### config.mk
export PLATFORM = sky130hd
export DESIGN_NAME = fnv1a64_canonical_key_hash_unit
export DESIGN_NICKNAME = d
export VERILOG_FILES = /design/src/fkh_pkg.sv /design/src/fnv1a64_canonical_key_hash_unit.sv /design/src/fkh_byte_sreg.sv /design/src/fkh_mix.sv
export VERILOG_INCLUDE_DIRS = /design/src /design/src/src
export SDC_FILE = /design/constraint.sdc
export NUM_CORES = 1
export LEC_CHECK = 0
export BUFFER_PORTS_ARGS = -buffer_cell sky130_fd_sc_hd__buf_4
export CORE_MARGIN = 5
export CORE_UTILIZATION = 45
export DETAILED_ROUTE_END_ITERATION = 8
export PLACE_DENSITY = 0.65
export SETUP_SLACK_MARGIN = 0.3
export SLEW_MARGIN = 20
export SYNTH_ARGS = -nofsm -noshare
export SYNTH_HDL_FRONTEND = slang
export SYNTH_HIERARCHICAL = 1
export SYNTH_SLANG_ARGS = --single-unit
### constraint.sdc
create_clock -name clk -period 20.1 [get_ports clk]
set_input_delay 4.02 -clock clk [delete_from_list [all_inputs] [get_ports clk]]
set_output_delay 4.02 -clock clk [all_outputs]
set_load 0.01 [all_outputs]
### src/fnv1a64_canonical_key_hash_unit_macros.svh
// ----------------------------------------------------------------------------
// FNV-1a key hash assertion macros
// Shared concurrent assertion forms clocked on clk and disabled in reset.
// ----------------------------------------------------------------------------
`ifndef FNV1A64_CANONICAL_KEY_HASH_UNIT_MACROS_SVH
`define FNV1A64_CANONICAL_KEY_HASH_UNIT_MACROS_SVH

// The condition must hold at every clock edge outside reset.
`define FKH_ASSERT_ALWAYS(label, cond, msg) \
  label: assert property (@(posedge clk) disable iff (!rst_n) (cond)) \
    else $error(msg);

// The consequent must hold in the same cycle as the antecedent.
`define FKH_ASSERT_IMPLIES(label, ante, cons, msg) \
  label: assert property (@(posedge clk) disable iff (!rst_n) (ante) |-> (cons)) \
    else $error(msg);

// The consequent must hold in the cycle after the antecedent.
`define FKH_ASSERT_NEXT(label, ante, cons, msg) \
  label: assert property (@(posedge clk) disable iff (!rst_n) (ante) |=> (cons)) \
    else $error(msg);

`endif

### src/fkh_pkg.sv
// ----------------------------------------------------------------------------
// FNV-1a key hash package
// Constants, element kinds, controller states and the datapath control bundle.
// ----------------------------------------------------------------------------
package fkh_pkg;

  localparam logic [63:0] FNV_BASIS     = 64'hcbf29ce484222325;
  localparam logic [63:0] DBL_CANON_NAN = 64'h7ff8000000000000;
  localparam logic [63:0] DBL_INF_MAG   = 64'h7ff0000000000000;
  localparam logic [31:0] SGL_CANON_NAN = 32'h7fc00000;
  localparam logic [31:0] SGL_INF_MAG   = 32'h7f800000;

  localparam logic [1:0] REG_SEED = 2'd0;
  localparam logic [1:0] REG_KIND = 2'd1;

  localparam logic [2:0] KIND_RESET = 3'd5;

  typedef enum logic [2:0] {
    KIND_BYTE   = 3'd0,
    KIND_INT16  = 3'd1,
    KIND_INT32  = 3'd2,
    KIND_INT64  = 3'd3,
    KIND_SINGLE = 3'd4,
    KIND_DOUBLE = 3'd5
  } fkh_kind_t;

  typedef enum logic [1:0] {
    ST_IDLE = 2'd0,
    ST_MIX  = 2'd1,
    ST_EMIT = 2'd2
  } fkh_state_t;

  typedef struct packed {
    logic load;
    logic load_seed;
    logic step;
  } fkh_ctl_t;

endpackage

### src/fnv1a64_canonical_key_hash_unit.sv
// ----------------------------------------------------------------------------
// FNV-1a 64-bit canonical key hash unit
// Flow: an accepted element of N bytes (1, 2, 4 or 8 by element kind) is
// mixed one byte per cycle through the single mixing stage, then a closing
// element passes through the emit state into the output register; an empty
// key goes straight to emit. No new element is taken until the last is mixed
// and any result loaded; a result stalled at the output holds the emit state.
// Synchronous active-low reset: no key open, seed = offset basis, kind double.
// ----------------------------------------------------------------------------
`include "fnv1a64_canonical_key_hash_unit_macros.svh"

module fnv1a64_canonical_key_hash_unit import fkh_pkg::*; (
  input  logic        clk,
  input  logic        rst_n,
  input  logic        in_valid,
  output logic        in_ready,
  input  logic [63:0] in_element,
  input  logic        in_last,
  input  logic        in_empty_key,
  output logic        out_valid,
  input  logic        out_ready,
  output logic [63:0] out_hash,
  input  logic        cfg_we,
  input  logic [1:0]  cfg_index,
  input  logic [63:0] cfg_wdata
);

  fkh_state_t  state_r, state_nxt;
  logic [63:0] seed_r, seed_nxt;
  logic [2:0]  kind_r, kind_nxt;
  logic [3:0]  cnt_r, cnt_nxt;
  logic        last_r, last_nxt;
  logic        in_key_r, in_key_nxt;
  logic        out_valid_r, out_valid_nxt;
  logic [63:0] out_hash_r, out_hash_nxt;
  logic        accept;
  logic        out_load;
  fkh_ctl_t    ctl;
  logic [7:0]  cur_byte;
  logic [63:0] run_hash;
  logic [3:0]  nbytes;

  always_comb begin
    unique case (kind_r)
      KIND_BYTE:   nbytes = 4'd1;
      KIND_INT16:  nbytes = 4'd2;
      KIND_INT32:  nbytes = 4'd4;
      KIND_SINGLE: nbytes = 4'd4;
      default:     nbytes = 4'd8;
    endcase
  end

  assign accept = in_valid && in_ready;

  always_comb begin
    state_nxt = state_r;
    unique case (state_r)
      ST_IDLE: begin
        if (accept) begin
          state_nxt = in_empty_key ? ST_EMIT : ST_MIX;
        end
      end
      ST_MIX: begin
        if (cnt_r == 4'd1) begin
          state_nxt = last_r ? ST_EMIT : ST_IDLE;
        end
      end
      ST_EMIT: begin
        if (!out_valid_r || out_ready) begin
          state_nxt = ST_IDLE;
        end
      end
      default: state_nxt = ST_IDLE;
    endcase
  end

  always_comb begin
    in_ready      = 1'b0;
    out_load      = 1'b0;
    ctl.load      = 1'b0;
    ctl.load_seed = 1'b0;
    ctl.step      = 1'b0;
    unique case (state_r)
      ST_IDLE: begin
        in_ready      = 1'b1;
        ctl.load      = in_valid;
        ctl.load_seed = in_valid && (in_empty_key || !in_key_r);
      end
      ST_MIX: begin
        ctl.step = 1'b1;
      end
      ST_EMIT: begin
        out_load = !out_valid_r || out_ready;
      end
      default: begin
        in_ready = 1'b0;
      end
    endcase
  end

  always_comb begin
    seed_nxt = seed_r;
    kind_nxt = kind_r;
    if (cfg_we) begin
      unique case (cfg_index)
        REG_SEED: seed_nxt = cfg_wdata;
        REG_KIND: kind_nxt = cfg_wdata[2:0];
        default:  seed_nxt = seed_r;
      endcase
    end
  end

  always_comb begin
    cnt_nxt    = cnt_r;
    last_nxt   = last_r;
    in_key_nxt = in_key_r;
    if (accept) begin
      cnt_nxt  = nbytes;
      last_nxt = in_last;
      if (in_empty_key) begin
        in_key_nxt = 1'b0;
      end
    end else if (state_r == ST_MIX) begin
      cnt_nxt = cnt_r - 4'd1;
      if (cnt_r == 4'd1) begin
        in_key_nxt = !last_r;
      end
    end
  end

  always_comb begin
    out_hash_nxt  = out_hash_r;
    out_valid_nxt = out_valid_r && !out_ready;
    if (out_load) begin
      out_hash_nxt  = run_hash;
      out_valid_nxt = 1'b1;
    end
  end

  always_ff @(posedge clk) begin
    if (!rst_n) begin
      state_r     <= ST_IDLE;
      seed_r      <= FNV_BASIS;
      kind_r      <= KIND_RESET;
      cnt_r       <= 4'd0;
      last_r      <= 1'b0;
      in_key_r    <= 1'b0;
      out_valid_r <= 1'b0;
    end else begin
      state_r     <= state_nxt;
      seed_r      <= seed_nxt;
      kind_r      <= kind_nxt;
      cnt_r       <= cnt_nxt;
      last_r      <= last_nxt;
      in_key_r    <= in_key_nxt;
      out_valid_r <= out_valid_nxt;
    end
  end

  always_ff @(posedge clk) begin
    out_hash_r <= out_hash_nxt;
  end

  fkh_byte_sreg u_sreg (
    .clk      (clk),
    .ctl      (ctl),
    .kind     (kind_r),
    .element  (in_element),
    .byte_out (cur_byte)
  );

  fkh_mix u_mix (
    .clk     (clk),
    .ctl     (ctl),
    .seed    (seed_r),
    .byte_in (cur_byte),
    .hash    (run_hash)
  );

  assign out_valid = out_valid_r;
  assign out_hash  = out_hash_r;

  `FKH_ASSERT_IMPLIES(a_mix_cnt, state_r == ST_MIX, cnt_r != 4'd0, "Byte count ran out while mixing.")
  `FKH_ASSERT_NEXT(a_open_key, state_r == ST_MIX && cnt_r == 4'd1 && !last_r, state_r == ST_IDLE && in_key_r, "Element without last did not leave the key open.")
  `FKH_ASSERT_NEXT(a_hold_emit, state_r == ST_EMIT && out_valid_r && !out_ready, state_r == ST_EMIT, "Pending result dropped while output was stalled.")
  `FKH_ASSERT_NEXT(a_empty_key, accept && in_empty_key, state_r == ST_EMIT && !in_key_r && run_hash == $past(seed_r), "Empty key did not close with the seed.")

endmodule

### src/fkh_byte_sreg.sv
// ----------------------------------------------------------------------------
// FNV-1a key hash byte shift register
// Canonicalizes an element on load and presents it one byte per step, LSB first.
// ----------------------------------------------------------------------------
module fkh_byte_sreg import fkh_pkg::*; (
  input  logic        clk,
  input  fkh_ctl_t    ctl,
  input  logic [2:0]  kind,
  input  logic [63:0] element,
  output logic [7:0]  byte_out
);

  logic [63:0] data_r;
  logic [63:0] data_nxt;
  logic [63:0] canon;
  logic [62:0] dmag;
  logic [30:0] smag;

  always_comb begin
    dmag  = element[62:0];
    smag  = element[30:0];
    canon = element;
    unique case (kind)
      KIND_SINGLE: begin
        if ({1'b0, smag} > SGL_INF_MAG) begin
          canon = {32'd0, SGL_CANON_NAN};
        end else if (smag == 31'd0) begin
          canon = 64'd0;
        end else begin
          canon = {32'd0, element[31:0]};
        end
      end
      KIND_DOUBLE: begin
        if ({1'b0, dmag} > DBL_INF_MAG) begin
          canon = DBL_CANON_NAN;
        end else if (dmag == 63'd0) begin
          canon = 64'd0;
        end
      end
      default: canon = element;
    endcase
  end

  always_comb begin
    data_nxt = data_r;
    if (ctl.load) begin
      data_nxt = canon;
    end else if (ctl.step) begin
      data_nxt = {8'd0, data_r[63:8]};
    end
  end

  always_ff @(posedge clk) begin
    data_r <= data_nxt;
  end

  assign byte_out = data_r[7:0];

endmodule

### src/fkh_mix.sv
// ----------------------------------------------------------------------------
// FNV-1a key hash mixing unit
// Running hash register; folds in one sign-extended byte per step.
// ----------------------------------------------------------------------------
module fkh_mix import fkh_pkg::*; (
  input  logic        clk,
  input  fkh_ctl_t    ctl,
  input  logic [63:0] seed,
  input  logic [7:0]  byte_in,
  output logic [63:0] hash
);

  logic [63:0] h_r;
  logic [63:0] h_nxt;
  logic [63:0] x;
  logic [63:0] prod;

  // The prime is 2^40 + 0x1b3, so the product is a sum of shifted copies.
  always_comb begin
    x    = h_r ^ {{56{byte_in[7]}}, byte_in};
    prod = (x << 40) + (x << 8) + (x << 7) + (x << 5) + (x << 4) + (x << 1) + x;
  end

  always_comb begin
    h_nxt = h_r;
    if (ctl.load_seed) begin
      h_nxt = seed;
    end else if (ctl.step) begin
      h_nxt = prod;
    end
  end

  always_ff @(posedge clk) begin
    h_r <= h_nxt;
  end

  assign hash = h_r;

endmodule
; After elaboration in Yosys (flattened, before gate mapping)
; Cells that the tools add are included.
[totals]
reg_bits = 268
out_inout_bits = 66
input_bits = 137
word_cells = 82
[op_classes]
addsub = 7
n_mux = 27
n_eq_ne = 12
magnitude_cmp = 2
n_reduce_logical = 23
n_bitwise = 1
[op_table]
columns = cell, n
row1 = $mux W64, 7
row2 = $add A64 B64 Y64, 6
row3 = $pmux W64 S2, 1
row4 = $xor A64 B64 Y64, 1
row5 = $gt A63 B63 Y1 const B, 1
row6 = $logic_not A63 Y1, 1
row7 = $mux W32, 1
row8 = $gt A31 B31 Y1 const B, 1
row9 = $logic_not A31 Y1, 1
row10 = $mux W2, 6
row11 = $pmux W4 S3, 1
row12 = $mux W1, 8
row13 = $mux W4, 2
row14 = $reduce_bool A2 Y1, 4
row15 = $eq A3 B3 Y1 const B, 2
row16 = $ne A2 B2 Y1 const B, 3
row17 = $pmux W2 S3, 1
row18 = $reduce_and A3 Y1, 2
row19 = $eq A2 B1 Y1 const B, 2
row20 = $eq A4 B1 Y1 const B, 1
row21 = $logic_not A1 Y1, 4
row22 = $logic_not A2 Y1, 2
row23 = $reduce_and A2 Y1, 2
row24 = $sub A4 B1 Y4 const B, 1
row25 = other kinds (8), 11

; Depth between registers and ports, before layout
[depth]
word_depth = 9
ltp_mapped = 25
depth_no_buf = 20

; Hierarchy
; The synthesis kept the hierarchy.
[by_module_without_submodules]
columns = module, seq_area_each_um2, area_each_um2, n_inst, cells_each
row1 = fkh_mix, 1921.8, 13929.6, 1, 1500
row2 = fnv1a64_canonical_key_hash_unit, 3443.3, 4838.4, 1, 412
row3 = fkh_byte_sreg, 1921.8, 3284.4, 1, 271

; Least setup slack after synthesis
; OpenSTA, ideal clock, no wires.
[synth_path]
kind = input port to flip-flop
from = input port out_ready
to = register out_hash_r[0] (netlist: out_hash[0]), enable pin
slack_ns = 12.604
cell_stages = 2
required_ns = 19.606
arrival_time_ns = 7.002
setup_time_ns = 0.494
path_buffers = 0
cell_sequence = nand2b_1 > nor2b_1
[synth_via]
elab_chain_len = 2
[synth_lines]
columns = element, line_no
row1 = "start, declared", fnv1a64_canonical_key_hash_unit.sv:21  ; input logic out_ready,
row2 = $logic_or A1 B1 Y1, fnv1a64_canonical_key_hash_unit.sv:93  ; out_load = !out_valid_r || out_ready;
row3 = $mux W1, fnv1a64_canonical_key_hash_unit.sv:83  ; unique case (state_r)
row4 = net out_load, fnv1a64_canonical_key_hash_unit.sv:37  ; logic out_load;
row5 = "end signal, assigned", fnv1a64_canonical_key_hash_unit.sv:161  ; out_hash_r <= out_hash_nxt;
row6 = "end, declared", fnv1a64_canonical_key_hash_unit.sv:35  ; logic [63:0] out_hash_r, out_hash_nxt;
; The timed path passes the listed nets, and every way through them passes these cells.
; A chain may end at the register's enable or synchronous reset.

; Worst setup path in the final report
[layout_path]
from = register u_sreg.data_r[7]
to = register u_mix.h_r[57] (netlist: u_mix/hash[57]), data pin
[layout_via]
elab_chain_len = 9
[layout_lines]
columns = element, line_no
row1 = "start, declared", fkh_byte_sreg.sv:13  ; logic [63:0] data_r;
row2 = "start signal, assigned", fkh_byte_sreg.sv:54  ; data_r <= data_nxt;
row3 = $xor A64 B64 Y64 (*), fkh_mix.sv:20  ; x = h_r ^ {{56{byte_in[7]}}, byte_in};
row4 = $add A64 B64 Y64 (5 in series), fkh_mix.sv:21  ; prod = (x << 40) + (x << 8) + (x << 7) + (x << 5) + (x << 4) + (x << 1) + x;
row5 = $add A64 B64 Y64 (*), fkh_mix.sv:21
row6 = $mux W64 (*), fkh_mix.sv:28  ; end else if (ctl.step) begin
row7 = $mux W64 (*), fkh_mix.sv:26  ; if (ctl.load_seed) begin
row8 = net u_mix.h_nxt[57], fkh_mix.sv:14  ; logic [63:0] h_nxt;
row9 = "end signal, assigned", fkh_mix.sv:34  ; h_r <= h_nxt;
row10 = "end, declared", fkh_mix.sv:13  ; logic [63:0] h_r;
; Mark *: on every way through the listed nets, which the timed path passes. The rest lies on a longest branch. The select of a mux whose other input is x is not followed.

==> run_results.csv <==
group,metric,value,unit
setup_path,critPathKind,"reg2reg",
synthesis,synth_edf_count,192,
global_routing,grt_pass1_wl,97030,um
route,drc,0,
setup_path,rr_worst_depth,21,
setup_path,critical_path.max_stage_delay,0.78,ns
synthesis,yosys_warnings,6,
global_routing,grt_use_total,22.92,%
layout,drive_gt1_share,14.51,%
clock_network,numCtsBuffers,31,
setup_path,crit_chain,"buf_4 > buf_4 > xor2_1 > inv_1 > fa_1 > inv_1 > fa_1 > inv_1 > fa_1 > inv_1 > ha_1 > ha_1 > nand3_1 > nor3_1 > a22oi_1 > nor2b_1 > o211ai_2 > a21oi_2 > o2111ai_1 > and2_1 > o221a_2",
setup_path,cp-start-kind,"flop",
floorplan,coreArea,48750,sq um
synthesis,synth.area.top_cells,"edfxtp_1, fa_1, ha_1",
setup_path,cp.arrival,7.51,ns
setup_path,r2r_slack,12.94,ns
setup_path,cp_top_family,"adder cells",
timing,clock_skew,0.02651,ns
clock_network,cts_post_setup_buffers_inserted,0,
clock_network,cts.sinks,268,
setup_path,cp_num_cells,21,
synthesis,yosysUniqueCellTypes,86,
synthesis,synth-seq-cells,268,
setup_path,r2r-start,"u_sreg/data_r[7]",
floorplan,start_util,45.24,%
clock_network,insertion_delay,0.60,ns
run,maxCapViolCount,0,
route,routed_wl,62340,um
setup_path,r2r-end,"u_mix/hash[57]",
route,viasPerCell,5.463,
synthesis,synthFlopType,"edfxtp_1",
timing,worst_slack,12.94,ns
place,gp_congestion,0.9511,
clock_network,cts_max_level,1,
layout,syn2layout_area_growth,15.07,%
global_routing,grt.overflow.total,0,
synthesis,yosysTopAreaCell,"edfxtp_1",
floorplan,boundaryPins,203,
clock_network,clock_path_buffers,3,
route,drt_first_pass_iters,5,
place,hpwl,48920,um
timing,rsz0062_at_grt,"false",
route,via_count,16630,
place,place_ws,13.06,ns
setup_path,critPathLaunch,"u_sreg/data_r[7]",
setup_path,crit_fanout,46,
setup_path,crit_end,"u_mix/hash[57]",
floorplan,die_y,231.4,um
route,drtIter0Drc,1171,
floorplan,dieArea,53530,sq um
global_routing,grt_max_degree,78,
min_path,hold_class,"reg2reg",
synthesis,synth_top_area_share,26.14,%
setup_path,slowest_stage,"xor2_1",
clock_network,path_clk_slew,0.06,ns
clock_network,postCtsHoldBufs,0,
timing,tns,0,ns
synthesis,netlist_area,22050,sq um
route,wire_per_inst,20.49,um
floorplan,fp.dieW,231.4,um
global_routing,grt_pass1_vias,17270,
status,status,"complete, no violations",
setup_path,cpMostUsedCell,"inv_1",
synthesis,syn_inst,2183,
synthesis,ys_seq_area_share,33.04,%
timing,fmax,139.7,MHz
layout,final_common_cell,"inv_1",
timing,layout_min_cycle_time,7.157,ns
setup_path,worst-path-buf-inv,6,
timing,layout_worst_path_cycle_share,35.61,%
setup_path,crit_path_end_kind,"flop",
timing,hold_viol,0,
global_routing,grt_antenna_before_repair,1,
layout,nets,2815,
clock_network,cts_tree,"yes",
timing,max-slew-margin-rel,25.93,%
synthesis,avgSynthCellArea,10.10,sq um
clock_network,post_cts_resized,0,
floorplan,rows,81,
synthesis,syn_nets,2645,
clock_network,ctsRootBufferMaster,"clkbuf_16",
timing,setup_viol,0,
layout,n_fill_cell,4445,
place,port_buffers,202,
timing,maxSlewViolCount,0,
synthesis,async_flop_share,0,%
route,drtAntennaViolNets,0,
setup_path,critPathRequiredTime,20.45,ns
layout,final_cell_mix,"inv_1, nand2_1, buf_4",
timing,tightestPinTransition,1.107,ns
## cell type report
class                           instances  area [sq um]  area share, %
Multi-Input combinational cell       1561         13400          52.79
Tap cell                              664         830.8          3.274
Antenna cell                            1         2.502       0.009861
Sequential cell                       268          7287          28.72
Clock inverter                         23         314.1          1.238
Inverter                              255         962.2          3.792
Clock buffer                           35         790.8          3.116
Timing Repair Buffer                  236          1792          7.061
## flip-flops by register name, summed over array words and instances (netlist names)
signal	cells
cnt_r	4
out_valid	1
last_r	1
state_r	2
in_key_r	1
kind_r	3
u_sreg/data_r	64
seed_r	64
u_mix/hash	64
out_hash	64
## worst reg2reg max path, delay by kind of cell, from the launching register on
family          cells  cell delay (ns)
buf+inv             6             1.49
fa+ha+maj           5             2.14
flops               1             0.32
xor+xnor            1             0.86
compound gates      5             1.17
simple gates        4             0.94
## metrics by stage
stage	hold WS (ns)	util [%]	area, sq um	std cells
after floorplan	0.4244	-	22050	2183
after global placement	0.4460	49.71	24230	2983
after detailed placement	0.4500	49.71	24230	2983
after CTS	0.4581	51.98	25340	3041
after global routing	0.4838	52.05	25370	3042
final	0.4553	52.05	25380	3043
## cells in the mapped netlist, types with 9 or more instances
cell type  count
xor2_1       149
nor4_1        12
o21ai_0       74
and2_1        14
o2bb2ai_1     20
nor3_1        32
a21oi_2       21
a21oi_1      112
edfxtp_1     192
dfxtp_1       76
nand2b_1       9
nand4_1       14
inv_1        252
buf_1         12
nand3_1       54
mux2i_1       31
xnor2_1       91
fa_1         176
a21boi_1      12
a21o_1        53
a21boi_0      26
nand2_1      243
o31ai_1       10
nor2_1        72
clkbuf_1      53
maj3_1        26
a31oi_1        9
buf_2         24
o21bai_1      13
ha_1         149
## layer usage
metal / track usage [%] / up-vias / share of wire (%)
li1: - / 7767 / -
met1: 30.68 / 8235 / 43
met2: 37.85 / 511 / 47
met3: 4.876 / 110 / 6.7
met4: 6.612 / 2 / 2.8
met5: 0 / - / 0.032
## cell families after synthesis
| family | synth area share (%) |
|---|---|
| AOI/OAI and AO/OA | 12.83 |
| xor gates and xnor gates | 9.532 |
| adders and majority gates | 25.61 |
| buffers and inverters | 6.389 |
| DFF | 33.04 |
| muxes | 1.776 |
| and+or+nand+nor | 10.81 |
## worst min-delay path by stage
stage	startpoint	depth (start not counted)	end
2_1_floorplan	u_mix/hash[10]	0	out_hash[10]
3_3_place_gp	seed_r[61]	2	seed_r[61]
3_5_place_dp	seed_r[61]	2	seed_r[61]
4_1_cts	seed_r[61]	2	seed_r[61]
5_1_grt	seed_r[61]	2	seed_r[61]
6_report	seed_r[61]	2	seed_r[61]
Power is not shown: default switching activity piles up to over one toggle a cycle in this logic, so the estimate is an artifact.
